### src/sv/pcmt_pkg.sv
// Shared types and codes for the pending command match table.
// Depends on nothing; every other file of the block imports it.
`default_nettype none

package pcmt_pkg;

  localparam int unsigned FUNC_W = 3;
  localparam int unsigned KEY_W  = 16;
  localparam int unsigned VAL_W  = 32;
  localparam int unsigned STAT_W = 2;
  localparam int unsigned OCC_W  = 5;

  typedef enum logic [FUNC_W-1:0] {
    FN_INSERT = 3'd0,
    FN_TAKE   = 3'd1,
    FN_DELETE = 3'd2,
    FN_POP    = 3'd3,
    FN_CLEAR  = 3'd4
  } func_e;

  typedef enum logic [STAT_W-1:0] {
    ST_OK      = 2'd0,
    ST_MISSING = 2'd1,
    ST_FULL    = 2'd2
  } status_e;

  // Per-cycle commands broadcast from the sequencer to every cell.
  typedef struct packed {
    logic match_en;
    logic ins_en;
    logic srch_en;
    logic pop_en;
  } cell_ctl_t;

endpackage

`default_nettype wire

### src/sv/pcmt_if.sv
// Handshake interfaces for the command and the result channel.
// Depends on pcmt_pkg for the field widths.
`default_nettype none

interface pcmt_cmd_if import pcmt_pkg::*; ();
  logic              valid;
  logic              ready;
  logic [FUNC_W-1:0] func;
  logic [KEY_W-1:0]  command_id;
  logic [VAL_W-1:0]  entry_value;

  modport source (output valid, output func, output command_id, output entry_value,
                  input ready);
  modport sink   (input valid, input func, input command_id, input entry_value,
                  output ready);
endinterface

interface pcmt_rsp_if import pcmt_pkg::*; ();
  logic              valid;
  logic              ready;
  logic [STAT_W-1:0] status;
  logic [VAL_W-1:0]  found_value;
  logic [OCC_W-1:0]  occupancy;

  modport source (output valid, output status, output found_value, output occupancy,
                  input ready);
  modport sink   (input valid, input status, input found_value, input occupancy,
                  output ready);
endinterface

`default_nettype wire

### src/sv/pcmt_cell.sv
// One slot of the table: holds a key and a value, registers its own match
// and takes part in the oldest-match chain. Depends on pcmt_pkg.
`default_nettype none

module pcmt_cell import pcmt_pkg::*; #(
  parameter int unsigned CNT_W = 5,
  parameter int unsigned IDX   = 0
) (
  input  wire logic             clk_i,
  input  wire logic             rst_ni,
  input  wire cell_ctl_t        ctl_i,
  input  wire logic [CNT_W-1:0] count_i,
  input  wire logic [KEY_W-1:0] cmd_key_i,
  input  wire logic [VAL_W-1:0] cmd_val_i,
  input  wire logic [KEY_W-1:0] nbr_key_i,
  input  wire logic [VAL_W-1:0] nbr_val_i,
  input  wire logic             hit_i,
  input  wire logic [VAL_W-1:0] hval_i,
  output logic                  hit_o,
  output logic [VAL_W-1:0]      hval_o,
  output logic [KEY_W-1:0]      key_o,
  output logic [VAL_W-1:0]      val_o
);

  logic [KEY_W-1:0] key_q;
  logic [VAL_W-1:0] val_q;
  logic             match_q;
  logic             live;
  logic             shift;
  logic             ins_here;

  assign live     = CNT_W'(IDX) < count_i;
  assign ins_here = ctl_i.ins_en && (count_i == CNT_W'(IDX));

  // The first match seen along the chain wins; younger cells pass it on.
  assign hit_o  = hit_i | match_q;
  assign hval_o = hit_i ? hval_i : (match_q ? val_q : '0);

  // Everything at or after the removed slot moves down by one.
  assign shift = ctl_i.pop_en || (ctl_i.srch_en && hit_o);

  always_ff @(posedge clk_i or negedge rst_ni) begin
    if (!rst_ni) begin
      match_q <= 1'b0;
    end else if (ctl_i.match_en) begin
      match_q <= live && (key_q == cmd_key_i);
    end
  end

  always_ff @(posedge clk_i) begin
    if (ins_here) begin
      key_q <= cmd_key_i;
      val_q <= cmd_val_i;
    end else if (shift) begin
      key_q <= nbr_key_i;
      val_q <= nbr_val_i;
    end
  end

  assign key_o = key_q;
  assign val_o = val_q;

endmodule

`default_nettype wire

### src/sv/pending_command_match_table_unit.sv
// A command's transfer captures it in the idle cycle. The next cycle
// registers a parallel key compare in every cell. The cycle after that
// resolves the oldest match along the cell chain and does the shift or
// insert, and the result is registered as that resolving cycle completes. The
// oldest-match chain across TableDepth cells is the longest path. The
// result sits in an output register, so the next command is taken while an
// earlier result still waits. The resolving cycle holds for as long as that
// register is still occupied. A new command is taken only once the previous
// one has left the resolving cycle. No clearing pass is needed after reset.
// Top level; depends on pcmt_pkg, pcmt_if and pcmt_cell.
`default_nettype none

module pending_command_match_table_unit import pcmt_pkg::*; #(
  parameter int unsigned TableDepth = 16
) (
  input  wire logic clk_i,
  input  wire logic rst_ni,
  pcmt_cmd_if.sink   cmd_i,
  pcmt_rsp_if.source rsp_o
);

  localparam int unsigned CntW = $clog2(TableDepth + 1);

  typedef enum logic [2:0] {
    S_IDLE  = 3'b001,
    S_MATCH = 3'b010,
    S_EXEC  = 3'b100
  } state_e;

  state_e state_q, state_d;

  logic [FUNC_W-1:0] func_q;
  logic [KEY_W-1:0]  key_q;
  logic [VAL_W-1:0]  val_q;
  logic [CntW-1:0]   count_q, count_d;

  logic              rsp_valid_q;
  logic [STAT_W-1:0] rsp_status_q, rsp_status_d;
  logic [VAL_W-1:0]  rsp_value_q, rsp_value_d;

  logic      out_free;
  logic      exec_fire;
  logic      full;
  logic      empty;
  logic      found;
  cell_ctl_t ctl;

  logic [TableDepth:0]            hit_c;
  logic [TableDepth:0][VAL_W-1:0] hval_c;
  logic [TableDepth-1:0][KEY_W-1:0] cell_key;
  logic [TableDepth-1:0][VAL_W-1:0] cell_val;

  assign out_free  = !rsp_valid_q || rsp_o.ready;
  assign exec_fire = (state_q == S_EXEC) && out_free;
  assign full      = count_q == CntW'(TableDepth);
  assign empty     = count_q == '0;
  assign found     = hit_c[TableDepth];

  assign cmd_i.ready = state_q == S_IDLE;

  always_comb begin
    state_d = state_q;
    unique case (state_q)
      S_IDLE:  if (cmd_i.valid) state_d = S_MATCH;
      S_MATCH: state_d = S_EXEC;
      S_EXEC:  if (out_free) state_d = S_IDLE;
      default: state_d = S_IDLE;
    endcase
  end

  always_ff @(posedge clk_i or negedge rst_ni) begin
    if (!rst_ni) begin
      state_q <= S_IDLE;
    end else begin
      state_q <= state_d;
    end
  end

  always_ff @(posedge clk_i) begin
    if (cmd_i.valid && cmd_i.ready) begin
      func_q <= cmd_i.func;
      key_q  <= cmd_i.command_id;
      val_q  <= cmd_i.entry_value;
    end
  end

  always_comb begin
    ctl.match_en = state_q == S_MATCH;
    ctl.ins_en   = exec_fire && (func_q == FN_INSERT) && !full;
    ctl.srch_en  = exec_fire && ((func_q == FN_TAKE) || (func_q == FN_DELETE));
    ctl.pop_en   = exec_fire && (func_q == FN_POP) && !empty;
  end

  always_comb begin
    count_d      = count_q;
    rsp_status_d = ST_OK;
    rsp_value_d  = '0;
    case (func_q)
      FN_INSERT: begin
        if (full) begin
          rsp_status_d = ST_FULL;
        end else begin
          count_d = count_q + 1'b1;
        end
      end
      FN_TAKE, FN_DELETE: begin
        if (found) begin
          count_d = count_q - 1'b1;
          if (func_q == FN_TAKE) rsp_value_d = hval_c[TableDepth];
        end else begin
          rsp_status_d = ST_MISSING;
        end
      end
      FN_POP: begin
        if (empty) begin
          rsp_status_d = ST_MISSING;
        end else begin
          count_d = count_q - 1'b1;
        end
      end
      FN_CLEAR: count_d = '0;
      default: ;
    endcase
  end

  always_ff @(posedge clk_i or negedge rst_ni) begin
    if (!rst_ni) begin
      count_q     <= '0;
      rsp_valid_q <= 1'b0;
    end else begin
      if (exec_fire) begin
        count_q     <= count_d;
        rsp_valid_q <= 1'b1;
      end else if (rsp_o.ready) begin
        rsp_valid_q <= 1'b0;
      end
    end
  end

  always_ff @(posedge clk_i) begin
    if (exec_fire) begin
      rsp_status_q <= rsp_status_d;
      rsp_value_q  <= rsp_value_d;
    end
  end

  assign rsp_o.valid       = rsp_valid_q;
  assign rsp_o.status      = rsp_status_q;
  assign rsp_o.found_value = rsp_value_q;
  // Occupancy is reported at the field width of the result channel.
  assign rsp_o.occupancy   = OCC_W'(count_q);

  assign hit_c[0]  = 1'b0;
  assign hval_c[0] = '0;

  for (genvar g = 0; g < TableDepth; g++) begin : g_cell
    logic [KEY_W-1:0] nbr_key;
    logic [VAL_W-1:0] nbr_val;

    if (g == TableDepth - 1) begin : g_last
      assign nbr_key = '0;
      assign nbr_val = '0;
    end else begin : g_mid
      assign nbr_key = cell_key[g+1];
      assign nbr_val = cell_val[g+1];
    end

    pcmt_cell #(
      .CNT_W (CntW),
      .IDX   (g)
    ) u_cell (
      .clk_i     (clk_i),
      .rst_ni    (rst_ni),
      .ctl_i     (ctl),
      .count_i   (count_q),
      .cmd_key_i (key_q),
      .cmd_val_i (val_q),
      .nbr_key_i (nbr_key),
      .nbr_val_i (nbr_val),
      .hit_i     (hit_c[g]),
      .hval_i    (hval_c[g]),
      .hit_o     (hit_c[g+1]),
      .hval_o    (hval_c[g+1]),
      .key_o     (cell_key[g]),
      .val_o     (cell_val[g])
    );
  end

  a_count_bounded: assert property (@(posedge clk_i) disable iff (!rst_ni)
    count_q <= CntW'(TableDepth))
    else $error("occupancy exceeds the table depth");

  a_count_only_on_exec: assert property (@(posedge clk_i) disable iff (!rst_ni)
    !exec_fire |=> $stable(count_q))
    else $error("occupancy changed outside command execution");

  a_full_refused: assert property (@(posedge clk_i) disable iff (!rst_ni)
    (exec_fire && func_q == FN_INSERT && full) |=> rsp_status_q == ST_FULL)
    else $error("insert into a full table was not refused");

  a_value_zero_on_miss: assert property (@(posedge clk_i) disable iff (!rst_ni)
    (rsp_valid_q && rsp_status_q != ST_OK) |-> rsp_value_q == '0)
    else $error("non-zero value with a failing status");

  a_result_after_exec: assert property (@(posedge clk_i) disable iff (!rst_ni)
    $rose(rsp_valid_q) |-> $past(state_q == S_EXEC))
    else $error("result raised without an executed command");

endmodule

`default_nettype wire
### src/flat_wrapper.sv
// flat-port wrapper written by rule: the top's interface ports become plain ports
module pending_command_match_table_unit_flat import pcmt_pkg::*;
#(
  parameter int unsigned TableDepth = 16
)
  (clk_i, rst_ni, cmd_i_valid, cmd_i_func, cmd_i_command_id, cmd_i_entry_value, cmd_i_ready, rsp_o_valid, rsp_o_status, rsp_o_found_value, rsp_o_occupancy, rsp_o_ready);
  pcmt_cmd_if cmd_i_i ();
  pcmt_rsp_if rsp_o_i ();
  input  wire logic clk_i;
  input  wire logic rst_ni;
  input wire logic [$bits(cmd_i_i.valid)-1:0] cmd_i_valid;
  input wire logic [$bits(cmd_i_i.func)-1:0] cmd_i_func;
  input wire logic [$bits(cmd_i_i.command_id)-1:0] cmd_i_command_id;
  input wire logic [$bits(cmd_i_i.entry_value)-1:0] cmd_i_entry_value;
  output wire logic [$bits(cmd_i_i.ready)-1:0] cmd_i_ready;
  output wire logic [$bits(rsp_o_i.valid)-1:0] rsp_o_valid;
  output wire logic [$bits(rsp_o_i.status)-1:0] rsp_o_status;
  output wire logic [$bits(rsp_o_i.found_value)-1:0] rsp_o_found_value;
  output wire logic [$bits(rsp_o_i.occupancy)-1:0] rsp_o_occupancy;
  input wire logic [$bits(rsp_o_i.ready)-1:0] rsp_o_ready;
  assign cmd_i_i.valid = cmd_i_valid;
  assign cmd_i_i.func = cmd_i_func;
  assign cmd_i_i.command_id = cmd_i_command_id;
  assign cmd_i_i.entry_value = cmd_i_entry_value;
  assign cmd_i_ready = cmd_i_i.ready;
  assign rsp_o_valid = rsp_o_i.valid;
  assign rsp_o_status = rsp_o_i.status;
  assign rsp_o_found_value = rsp_o_i.found_value;
  assign rsp_o_occupancy = rsp_o_i.occupancy;
  assign rsp_o_i.ready = rsp_o_ready;
  pending_command_match_table_unit #(.TableDepth(TableDepth)) u_core (.clk_i(clk_i), .rst_ni(rst_ni), .cmd_i(cmd_i_i), .rsp_o(rsp_o_i));
endmodule
### config.mk
export PLATFORM = sky130hd
export DESIGN_NAME = pending_command_match_table_unit_flat
export DESIGN_NICKNAME = d
export VERILOG_FILES = /design/src/sv/pcmt_pkg.sv /design/src/sv/pcmt_if.sv /design/src/sv/pcmt_cell.sv /design/src/sv/pending_command_match_table_unit.sv /design/src/flat_wrapper.sv
export SDC_FILE = /design/constraint.sdc
export NUM_CORES = 1
export LEC_CHECK = 0
export BUFFER_PORTS_ARGS = -buffer_cell sky130_fd_sc_hd__buf_2
export CELL_PAD_IN_SITES_DETAIL_PLACEMENT = 0
export CELL_PAD_IN_SITES_GLOBAL_PLACEMENT = 1
export CORE_AREA = 8 8 394 396
export DETAILED_ROUTE_END_ITERATION = 6
export DIE_AREA = 0 0 402 404
export GPL_TIMING_DRIVEN = 0
export PLACE_DENSITY_LB_ADDON = 0.08
export SLEW_MARGIN = 5
export SYNTH_ARGS = -nofsm -noshare
export SYNTH_HDL_FRONTEND = slang
export SYNTH_SLANG_ARGS = --single-unit
### constraint.sdc
create_clock -name clk_i -period 3.5 [get_ports clk_i]
set_input_delay 1.05 -clock clk_i [delete_from_list [all_inputs] [get_ports clk_i]]
set_output_delay 1.05 -clock clk_i [all_outputs]
set_load 0.01 [all_outputs]
==> results of run 1 <==
-- cells in the mapped netlist (8+ instances only) --
cell type | instances | area, um^2
edfxtp_1 | 853 | 25600
mux2_2 | 680 | 7660
clkbuf_1 | 207 | 777
nand2_1 | 173 | 649
xnor2_1 | 137 | 1200
nor2_1 | 131 | 492
xor2_1 | 120 | 1050
a21oi_1 | 77 | 385
a211oi_1 | 57 | 428
a221oi_1 | 54 | 473
and2_1 | 54 | 338
inv_1 | 51 | 191
o21ai_0 | 50 | 250
nor3_1 | 47 | 235
buf_1 | 38 | 143
nand4_1 | 37 | 231
nor2b_1 | 37 | 231
mux2_4 | 33 | 495
a2bb2oi_1 | 31 | 272
nand3_1 | 30 | 150
o22ai_1 | 30 | 188
nor4_1 | 29 | 181
a22o_1 | 28 | 245
buf_2 | 24 | 120
dfrtp_1 | 24 | 601
o211ai_1 | 19 | 143
o2bb2ai_1 | 17 | 149
or3_1 | 14 | 87.6
buf_4 | 13 | 97.6
buf_6 | 11 | 124
a31oi_1 | 10 | 62.6
nand2b_1 | 10 | 62.6
a21o_1 | 9 | 67.6
a311oi_1 | 8 | 70.1
a32oi_1 | 8 | 70.1
-- sequential cells by signal (all words and copies together), names as in the netlist --
signal,count
u_core.rsp_o.valid,1
u_core.g_cell.u_cell.key_o,256
u_core.g_cell.u_cell.match_q,16
u_core.g_cell.u_cell.val_o,512
u_core.func_q,3
u_core.key_q,16
u_core.rsp_o.found_value,32
u_core.state_q,3
u_core.rsp_o.occupancy,5
u_core.rsp_o.status,2
u_core.val_q,32
-- power groups by stage --
stage / clock, mW / combinational (mW) / sequential, mW
after CTS: 11.0 / 2.84 / 12.2
after floorplan: 0 / 1.46 / 12.1
final: 10.7 / 2.75 / 12.2
after global routing: 11.4 / 2.93 / 12.2
after detailed placement: 0 / 2.80 / 12.4
after global placement: 0 / 2.76 / 12.5
-- worst max-delay path, cell delays in order, from the launching register on --
cell and delay [ns]:
dfrtp_1 0.37, clkbuf_1 0.27, nor2_1 0.47, nand4_1 0.27, clkbuf_1 0.35, clkbuf_2 0.40
o21ai_2 0.36, nand3_4 0.47
-- area by class of cell --
type / count / area, um^2 / area share
Sequential cell: 878 / 26200 / 0.508
Clock inverter: 55 / 462 / 0.00894
Buffer: 294 / 1410 / 0.0272
Tap cell: 1944 / 2430 / 0.0471
Antenna cell: 3 / 7.51 / 0.000145
Clock buffer: 130 / 2790 / 0.0540
Timing Repair Buffer: 145 / 1200 / 0.0232
Multi-Input combinational cell: 2004 / 16900 / 0.327
Inverter: 51 / 191 / 0.00371
-- worst max-delay path by stage --
stage | slack [ns] | depth (start not counted) | endpoint
2_1_floorplan | -0.40 | 9 | u_core.g_cell[4].u_cell.key_o[0]
3_3_place_gp | -3.72 | 6 | u_core.g_cell[14].u_cell.val_o[12]
3_5_place_dp | -1.85 | 8 | u_core.g_cell[0].u_cell.val_o[17]
4_1_cts | -0.01 | 10 | u_core.g_cell[7].u_cell.val_o[19]
5_1_grt | -0.08 | 7 | u_core.g_cell[5].u_cell.val_o[19]
6_report | 0.09 | 7 | u_core.g_cell[10].u_cell.val_o[22]
-- metal layers --
metal | share of wire | global-route usage | up-vias
met5 | 0 | 0 | -
met4 | 0.042 | 0.0755 | 0
met3 | 0.034 | 0.0227 | 283
met2 | 0.52 | 0.377 | 788
met1 | 0.41 | 0.251 | 14800
li1 | - | - | 12700
-- cells by family (layout without fill, tap and decap cells) --
logic type      after synthesis  after routing  share of synthesized area
flops                       878            878                      0.593
mux                         717            717                      0.185
simple gates                598            603                     0.0676
compound gates              422            422                     0.0681
buf+inv                     347            675                     0.0342
xor+xnor                    257            257                     0.0508
fa+ha+maj                     5              5                    0.00141
other cells                   0              3                          0
-- metrics by stage --
step / instance area, um^2 / util / setup WS [ns] / total power, mW / cells
after CTS: 51500 / 0.346 / -0.0124 / 26.1 / 5496
after global placement: 47200 / 0.317 / -3.72 / 15.2 / 5263
after global routing: 51600 / 0.347 / -0.0804 / 26.5 / 5501
after floorplan: 44300 / - / -0.400 / 13.6 / 3224
after detailed placement: 47900 / 0.321 / -1.85 / 15.2 / 5288
final: 51600 / 0.347 / 0.0853 / 25.7 / 5504
-- repair_timing --
item                                    CTS  global route
gates cloned                              5             0
pin swaps                                11             4
gates resized for setup                  70            30
hold buffers                              0             0
endpoints found under the hold margin     0             0
setup buffers                            21             5
endpoints found under the setup margin  837           362
==> impl_metrics.yaml, run 1 <==
power_and_ir_drop:
  leakagePower_nw: 17.2
  p_per_area_nw_per_um2: 498
  switching_share: 0.275
  pwr-share-clk: 0.418
  p_sw_mw: 7.06
  power_frac_seq: 0.475
  combPwrFrac: 0.107
  internal-power_mw: 18.6
  peakVddDrop_mv: 0.323
floorplanning:
  ios: 96
  core_um2: 149000
  std_cell_rows: 142
  start_util: 0.297
  die_w_um: 402
  die-area_um2: 162000
  die_h_um: 404
critical_path:
  crit_type: "register to register"
  crit_path_end_kind: "register"
  worstPathMaxFanout: 24
  critPathLaunch: "u_core.g_cell[7].u_cell.match_q"
  r2r_cells: 7
  timing.rr.end: "u_core.g_cell[10].u_cell.val_o[22]"
  critPathRequiredTime_ns: 3.78
  worst_ep_arrival_time_ns: 3.70
  reg2reg_from: "u_core.g_cell[7].u_cell.match_q"
  startpoint_type: "register"
  rrSetupSlack_ns: 0.09
yosys:
  synth_cells: 3224
  synth_area_per_cell_um2: 13.7
  ys.warnings.count: 0
  syn_nets: 3284
  synth_edf_count: 853
  synth-seq-cells: 878
  synth_area_um2: 44300
  synth-seq-area-share: 0.593
  yosysUniqueCellTypes: 68
  yosys_most_used_dff: "edfxtp_1"
  async_flop_share: 0.0285
sta:
  period_minus_slack_ns: 3.41
  fmax_mhz: 293
  rsz0062_at_grt: "yes"
  setup_viol: 0
  fin_crit_sh: 0.976
  timing.hold.ws_ns: 0.435
  hold_viol: 0
  skew_ns: 0.0222
  tightest_slew_ns: 1.20
  final.setup.tns_ns: 0
  max_slew_margin: 0.199
  drv_slew: 0
routing:
  vias_per_cell: 5.20
  wl_per_cell_um: 31.5
  first_pass_iters: 5
  drt_iter0_drc: 2160
  drtAntennaViolNets: 0
  wl_um: 173000
  vias: 28600
  drc_errors: 0
place:
  gp_congestion: 0.827
  port_buffers: 95
  hpwl_um: 133000
grt:
  grt_pass1_wl_um: 241000
  grt_start_max_net_pins: 49
  antenna_found_initial: 3
  first_global_vias: 30800
  grt_usage: 0.207
  grt.overflow.total: 0
clocking:
  clk_path_buf_depth: 3
  cts_buffers: 104
  cts-root-buf: "clkbuf_16"
  cts_tree: "done"
  clk_latency_ns: 0.71
  htreeDepth: 3
  clk_pin_slew_ns: 0.06
  clock-sinks: 878
outcome:
  status: "finished clean"
finish:
  final_common_cell: "edfxtp_1"
  drive_gt1_frac: 0.320
  nFillCells: 14600
  area_growth_pct: 16.6
  mostFrequentLayoutCells: "853 x edfxtp_1, 680 x mux2_2, 192 x clkbuf_1, 173 x nand2_1, 137 x xnor2_1"
  fin_nets: 3538
run:
  cap_violations: 0
hold_path:
  hold_path_class: "input pin to async pin"
(Power assumes the default switching activity.)
==> run 2, diff against run 1 <==
ABC_AREA = 1   (was unset)
CORE_AREA = 8 8 386 388   (was 8 8 394 396)
DIE_AREA = 0 0 394 396   (was 0 0 402 404)
==> run 2 against run 1 <==
Against the previous run: via count is 18% higher; global-route usage up 1.8 points; sequential share of layout area increased by 1.6 points; clock power hardly changed; final cell count up 20%; total power rose by 1.5%; critical path type unchanged; critical endpoint is now u_core.rsp_o.found_value[16]; largest cell class unchanged.
==> impl_metrics.yaml, run 2 <==
outcome:
  status: "finished clean"
critical_path:
  worst_ep_arrival_time_ns: 3.97
  r2r_cells: 10
  startpoint_type: "register"
  critPathRequiredTime_ns: 4.03
  crit_type: "register to register"
  worstPathMaxFanout: 10
  reg2reg_from: "u_core.g_cell[6].u_cell.match_q"
  rrSetupSlack_ns: 0.05
  crit_path_end_kind: "register"
  timing.rr.end: "u_core.rsp_o.found_value[16]"
place:
  gp_congestion: 0.890
  hpwl_um: 142000
  dp_slack_ns: -2.05
  port_buffers: 95
  dp_cells: 6382
clocking:
  clk_pin_slew_ns: 0.06
  clk_latency_ns: 0.70
  clk_path_buf_depth: 3
  clock-sinks: 878
  cts-root-buf: "clkbuf_16"
  htreeDepth: 3
  hold_buffers: 0
  cts_buffers: 105
  cts_tree: "done"
finish:
  area_growth_pct: 17.7
  final_common_cell: "nand2_1"
  final_cells: 6619
  nFillCells: 14700
  fin_nets: 4693
  drive_gt1_frac: 0.101
  mostFrequentLayoutCells: "1175 x nand2_1, 853 x edfxtp_1, 842 x o21ai_0, 309 x clkbuf_1, 211 x nor2_1"
  largest_reg_flops: 512
routing:
  vias: 33800
  drc_errors: 0
  drtAntennaViolNets: 0
  first_pass_iters: 6
  drt_iter0_drc: 3220
  wl_um: 182000
  vias_per_cell: 5.10
  wl_per_cell_um: 27.5
grt:
  grt_start_max_net_pins: 49
  grt.overflow.total: 0
  grt_usage: 0.224
  use_met3: 0.0268
  antenna_found_initial: 2
  use_met2: 0.343
  first_global_vias: 33000
  met1_usage: 0.340
  busiest_layer: "met2"
  grt_pass1_wl_um: 253000
yosys:
  yosys_most_used_dff: "edfxtp_1"
  syn_nets: 4375
  yosysMostFrequentCell: "nand2_1"
  yosysTopAreaCell: "edfxtp_1"
  synth_top_area_frac: 0.603
  synth.top_cells.by_count: "1177 x nand2_1, 853 x edfxtp_1, 843 x o21ai_0"
  async_flop_share: 0.0285
  synth_cells: 4315
  synth-seq-cells: 878
  synth_area_um2: 42500
  ys.warnings.count: 0
  synth-seq-area-share: 0.617
  synth.area.top_cells: "edfxtp_1 60%, nand2_1 10%, o21ai_0 9.9%"
  yosysUniqueCellTypes: 47
  synth_edf_count: 853
  synth_area_per_cell_um2: 9.85
power_and_ir_drop:
  peakVddDrop_mv: 0.470
  leakagePower_nw: 18.6
  p_per_area_nw_per_um2: 521
  power_mw: 26.1
floorplanning:
  std_cell_rows: 139
  die-area_um2: 156000
  start_util: 0.298
  ios: 96
  die_h_um: 396
  die_w_um: 394
  core_um2: 143000
hold_path:
  hold_path_class: "input pin to async pin"
sta:
  max_slew_margin: 0.139
  rsz0062_at_grt: "yes"
  setup_viol: 0
  hold_viol: 0
  tightest_slew_ns: 1.29
  period_minus_slack_ns: 3.45
  skew_ns: 0.0187
  fin_ws_ns: 0.0540
  fmax_mhz: 290
  fin_crit_sh: 0.985
  drv_slew: 0
run:
  cap_violations: 0
[run 2: cells by family (layout without fill, tap and decap cells)]
group | after synthesis | after routing | synth area share
xor+xnor | 154 | 154 | 0.0317
simple gates | 1760 | 1768 | 0.173
flops | 878 | 878 | 0.617
fa+ha+maj | 5 | 5 | 0.00147
other cells | 0 | 4 | 0
buf+inv | 462 | 851 | 0.0418
compound gates | 1056 | 1056 | 0.135
[run 2: per-stage QoR]
step           TNS [ns]  hold WS [ns]  cell area (um^2)  utilization
3_5_place_dp   -1881.20         0.539             46000        0.322
3_3_place_gp   -3270.93         0.525             45400        0.318
2_1_floorplan   -675.06         0.517             42600            -
5_1_grt         -0.0358         0.478             50000        0.350
4_1_cts               0         0.413             49900        0.349
6_report              0         0.451             50000        0.350
[run 2: final cells by class]
type,count,area (um^2),share of cell area
well taps,1903,2380,0.0476
clock buffers,146,2900,0.0581
inverters,110,424,0.00848
plain buffers,347,1430,0.0286
flip-flops and latches,878,26200,0.525
multi-input cells,2983,14800,0.296
diodes,4,10.0,0.000200
clock inverters,40,352,0.00703
repair buffers,208,1450,0.0289
[run 2: routing by layer]
metal,wire length [um],share of wire,vias to the layer above
met5,0,0,-
met4,3180,0.017,0
met3,9900,0.054,169
met1,89900,0.49,16600
li1,-,-,15900
met2,78700,0.43,1088
[run 2: worst max-delay path by stage]
stage	start	endpoint	slack [ns]	depth (start not counted)
floorplan	rsp_o_ready	u_core.g_cell[0].u_cell.key_o[0]	-1.29	5
global placement	rsp_o_ready	u_core.g_cell[7].u_cell.val_o[18]	-4.26	6
detailed placement	u_core.rsp_o.occupancy[3]	u_core.g_cell[14].u_cell.key_o[12]	-2.05	8
CTS	u_core.rsp_o.occupancy[1]	u_core.g_cell[4].u_cell.key_o[9]	0.008	16
global route	u_core.g_cell[0].u_cell.match_q	u_core.rsp_o.found_value[19]	-0.01	10
finish	u_core.g_cell[6].u_cell.match_q	u_core.rsp_o.found_value[16]	0.05	10
[run 2: repair_timing]
action	in CTS	in global routing
pin swaps	16	2
gates cloned	8	0
endpoints found under the setup margin	1550	252
buffers inserted	34	10
resized for setup	66	22
[run 2: power breakdown]
part / internal [mW] / switching (mW)
Combinational: 0.695 / 2.66
Sequential: 11.7 / 0.196
Clock: 6.18 / 4.60
Total: 18.6 / 7.46
[run 2: critical path, cell delays in order (launching register included)]
cell and delay [ns]:
dfrtp_1 0.40, inv_1 0.16, nand2_1 0.19, clkbuf_1 0.58
clkbuf_2 0.45, o221ai_1 0.17, nand3_1 0.22, nand4_1 0.28
a32oi_1 0.44, nand2_1 0.14, a21oi_1 0.22
==> run 3, diff against run 2 <==
MAX_ROUTING_LAYER = met4   (was unset)
PLACE_DENSITY = 0.57   (was unset)
PLACE_DENSITY_LB_ADDON = unset   (was 0.08)
==> run 3 against run 2 <==
Against the previous run: maximum frequency fell by 0.67%; non-clock buffer count shrank 8; die area unchanged; clock power is 5% lower; critical endpoint is now u_core.rsp_o.found_value[19].
==> impl_metrics.yaml, run 3 (synthesized netlist as in run 2, its figures left out) <==
grt:
  grt_pass1_wl_um: 242000
  grt_usage: 0.218
  grt_start_max_net_pins: 49
  antenna_found_initial: 5
  first_global_vias: 33000
  grt.overflow.total: 0
power_and_ir_drop:
  internal-power_mw: 18.2
  power_frac_seq: 0.472
  power_mw: 25.3
  p_sw_mw: 7.13
  combPwrFrac: 0.122
  pwr-share-clk: 0.406
  switching_share: 0.281
  peakVddDrop_mv: 0.389
  p_per_area_nw_per_um2: 509
  leakagePower_nw: 18.5
sta:
  max_slew_margin: 0.0887
  fin_ws_ns: 0.0309
  rsz0062_at_grt: "no"
  tightest_slew_ns: 1.37
  fmax_mhz: 288
  period_minus_slack_ns: 3.47
  drv_slew: 0
  skew_ns: 0.0278
  hold_viol: 0
  setup_viol: 0
  fin_crit_sh: 0.991
floorplanning:
  std_cell_rows: 139
  die-area_um2: 156000
  start_util: 0.298
  die_h_um: 396
  core_um2: 143000
  die_w_um: 394
  ios: 96
finish:
  largest_reg_flops: 512
  drive_gt1_frac: 0.0989
  fin_nets: 4680
  nFillCells: 14700
  final_common_cell: "nand2_1"
  area_growth_pct: 17.1
  mostFrequentLayoutCells: "1175 x nand2_1, 853 x edfxtp_1, 842 x o21ai_0, 306 x clkbuf_1, 212 x nor2_1"
  final_area_um2: 49800
routing:
  drtAntennaViolNets: 0
  drt_iter0_drc: 3422
  wl_per_cell_um: 25.8
  drc_errors: 0
  first_pass_iters: 6
  vias_per_cell: 5.12
  vias: 33800
  wl_um: 171000
place:
  hpwl_um: 133000
  dp_slack_ns: -1.90
  gp_congestion: 0.934
  place_area_um2: 46000
  port_buffers: 95
clocking:
  cts_tree: "done"
  htreeDepth: 3
  clk_pin_slew_ns: 0.06
  clock-sinks: 878
  clk_latency_ns: 0.71
  hold_buffers: 0
  cts-root-buf: "clkbuf_16"
  cts_buffers: 98
  clk_path_buf_depth: 3
critical_path:
  critPathRequiredTime_ns: 4.03
  startpoint_type: "register"
  crit_type: "register to register"
  worst_ep_arrival_time_ns: 3.99
  crit_path_end_kind: "register"
  worstPathMaxFanout: 10
outcome:
  status: "finished clean"
hold_path:
  hold_path_class: "input pin to async pin"
run:
  cap_violations: 0
==> run 3: changes by cell type in the layout (fill, tap and decap cells not counted), sizes merged <==
cell | before | now
clkbuf | 455 | 440
clkinv | 35 | 46
buf | 246 | 238
clkinvlp | 4 | 2
diode | 4 | 6
nand3 | 196 | 198
bufinv | 6 | 7
inv | 105 | 104
==> run 3: what timing repair did <==
item / in CTS / in global routing
gates cloned: 9 / 1
pin swaps: 11 / 4
buffers inserted: 30 / 11
setup endpoints to repair: 1511 / 496
gates resized for setup: 55 / 49
==> run 3: area by class of cell <==
type	count	area, um^2	area share
sequential	878	26200	0.527
multi-input combinational	2985	14800	0.298
clock buffer	131	2640	0.0530
tap	1903	2380	0.0478
buffer	347	1440	0.0289
timing repair buffer	200	1360	0.0274
clock inverter	49	438	0.00880
inverter	110	425	0.00855
antenna	6	15.0	0.000302
==> run 3: power by group through the flow <==
stage	Clock (mW)	Sequential, mW	Combinational [mW]
5_1_grt	10.8	12.0	3.32
3_3_place_gp	0	12.2	2.90
3_5_place_dp	0	12.1	2.98
2_1_floorplan	0	12.1	1.47
4_1_cts	10.4	11.9	3.06
6_report	10.3	11.9	3.10
==> run 3: final timing paths <==
check                                                 start                          endpoint  slack, ns  cells past startpoint
max in group asynchronous                            rst_ni         u_core.rsp_o.occupancy[1]       2.45                      1
hold / removal                                       rst_ni   u_core.g_cell[5].u_cell.match_q       0.44                      1
hold reg to reg            u_core.g_cell[9].u_cell.val_o[6]  u_core.g_cell[8].u_cell.val_o[6]       0.55                      2
setup / recovery            u_core.g_cell[6].u_cell.match_q      u_core.rsp_o.found_value[19]       0.03                      9
min in group clk_i                    cmd_i_entry_value[10]                  u_core.val_q[10]       0.51                      1
setup reg to reg            u_core.g_cell[6].u_cell.match_q      u_core.rsp_o.found_value[19]       0.03                      9
==> run 3: through the flow <==
stage	cells	hold WS, ns	TNS (ns)	utilization
2_1_floorplan	4315	0.517	-675.06	-
3_3_place_gp	6313	0.528	-2979.50	0.318
3_5_place_dp	6377	0.535	-1721.39	0.322
4_1_cts	6594	0.409	-0.637	0.347
5_1_grt	6605	0.453	0	0.348
6_report	6609	0.437	0	0.349
==> run 3: worst max-delay path, cell delays in order, from the launching register on <==
cell and delay (ns):
dfrtp_1 0.41, inv_1 0.22, clkbuf_1 0.58, buf_1 0.63, o221ai_1 0.19, nand3_1 0.20
nand4_1 0.27, a32oi_1 0.44, nand2_1 0.11, a21oi_1 0.20
==> run 3: routing by layer <==
metal / track usage / part of all wire / up-vias
met5: - / 0 / -
met4: 0.0508 / 0.019 / 0
met3: 0.0246 / 0.061 / 171
met2: 0.337 / 0.45 / 1221
met1: 0.307 / 0.47 / 16500
li1: - / - / 15900
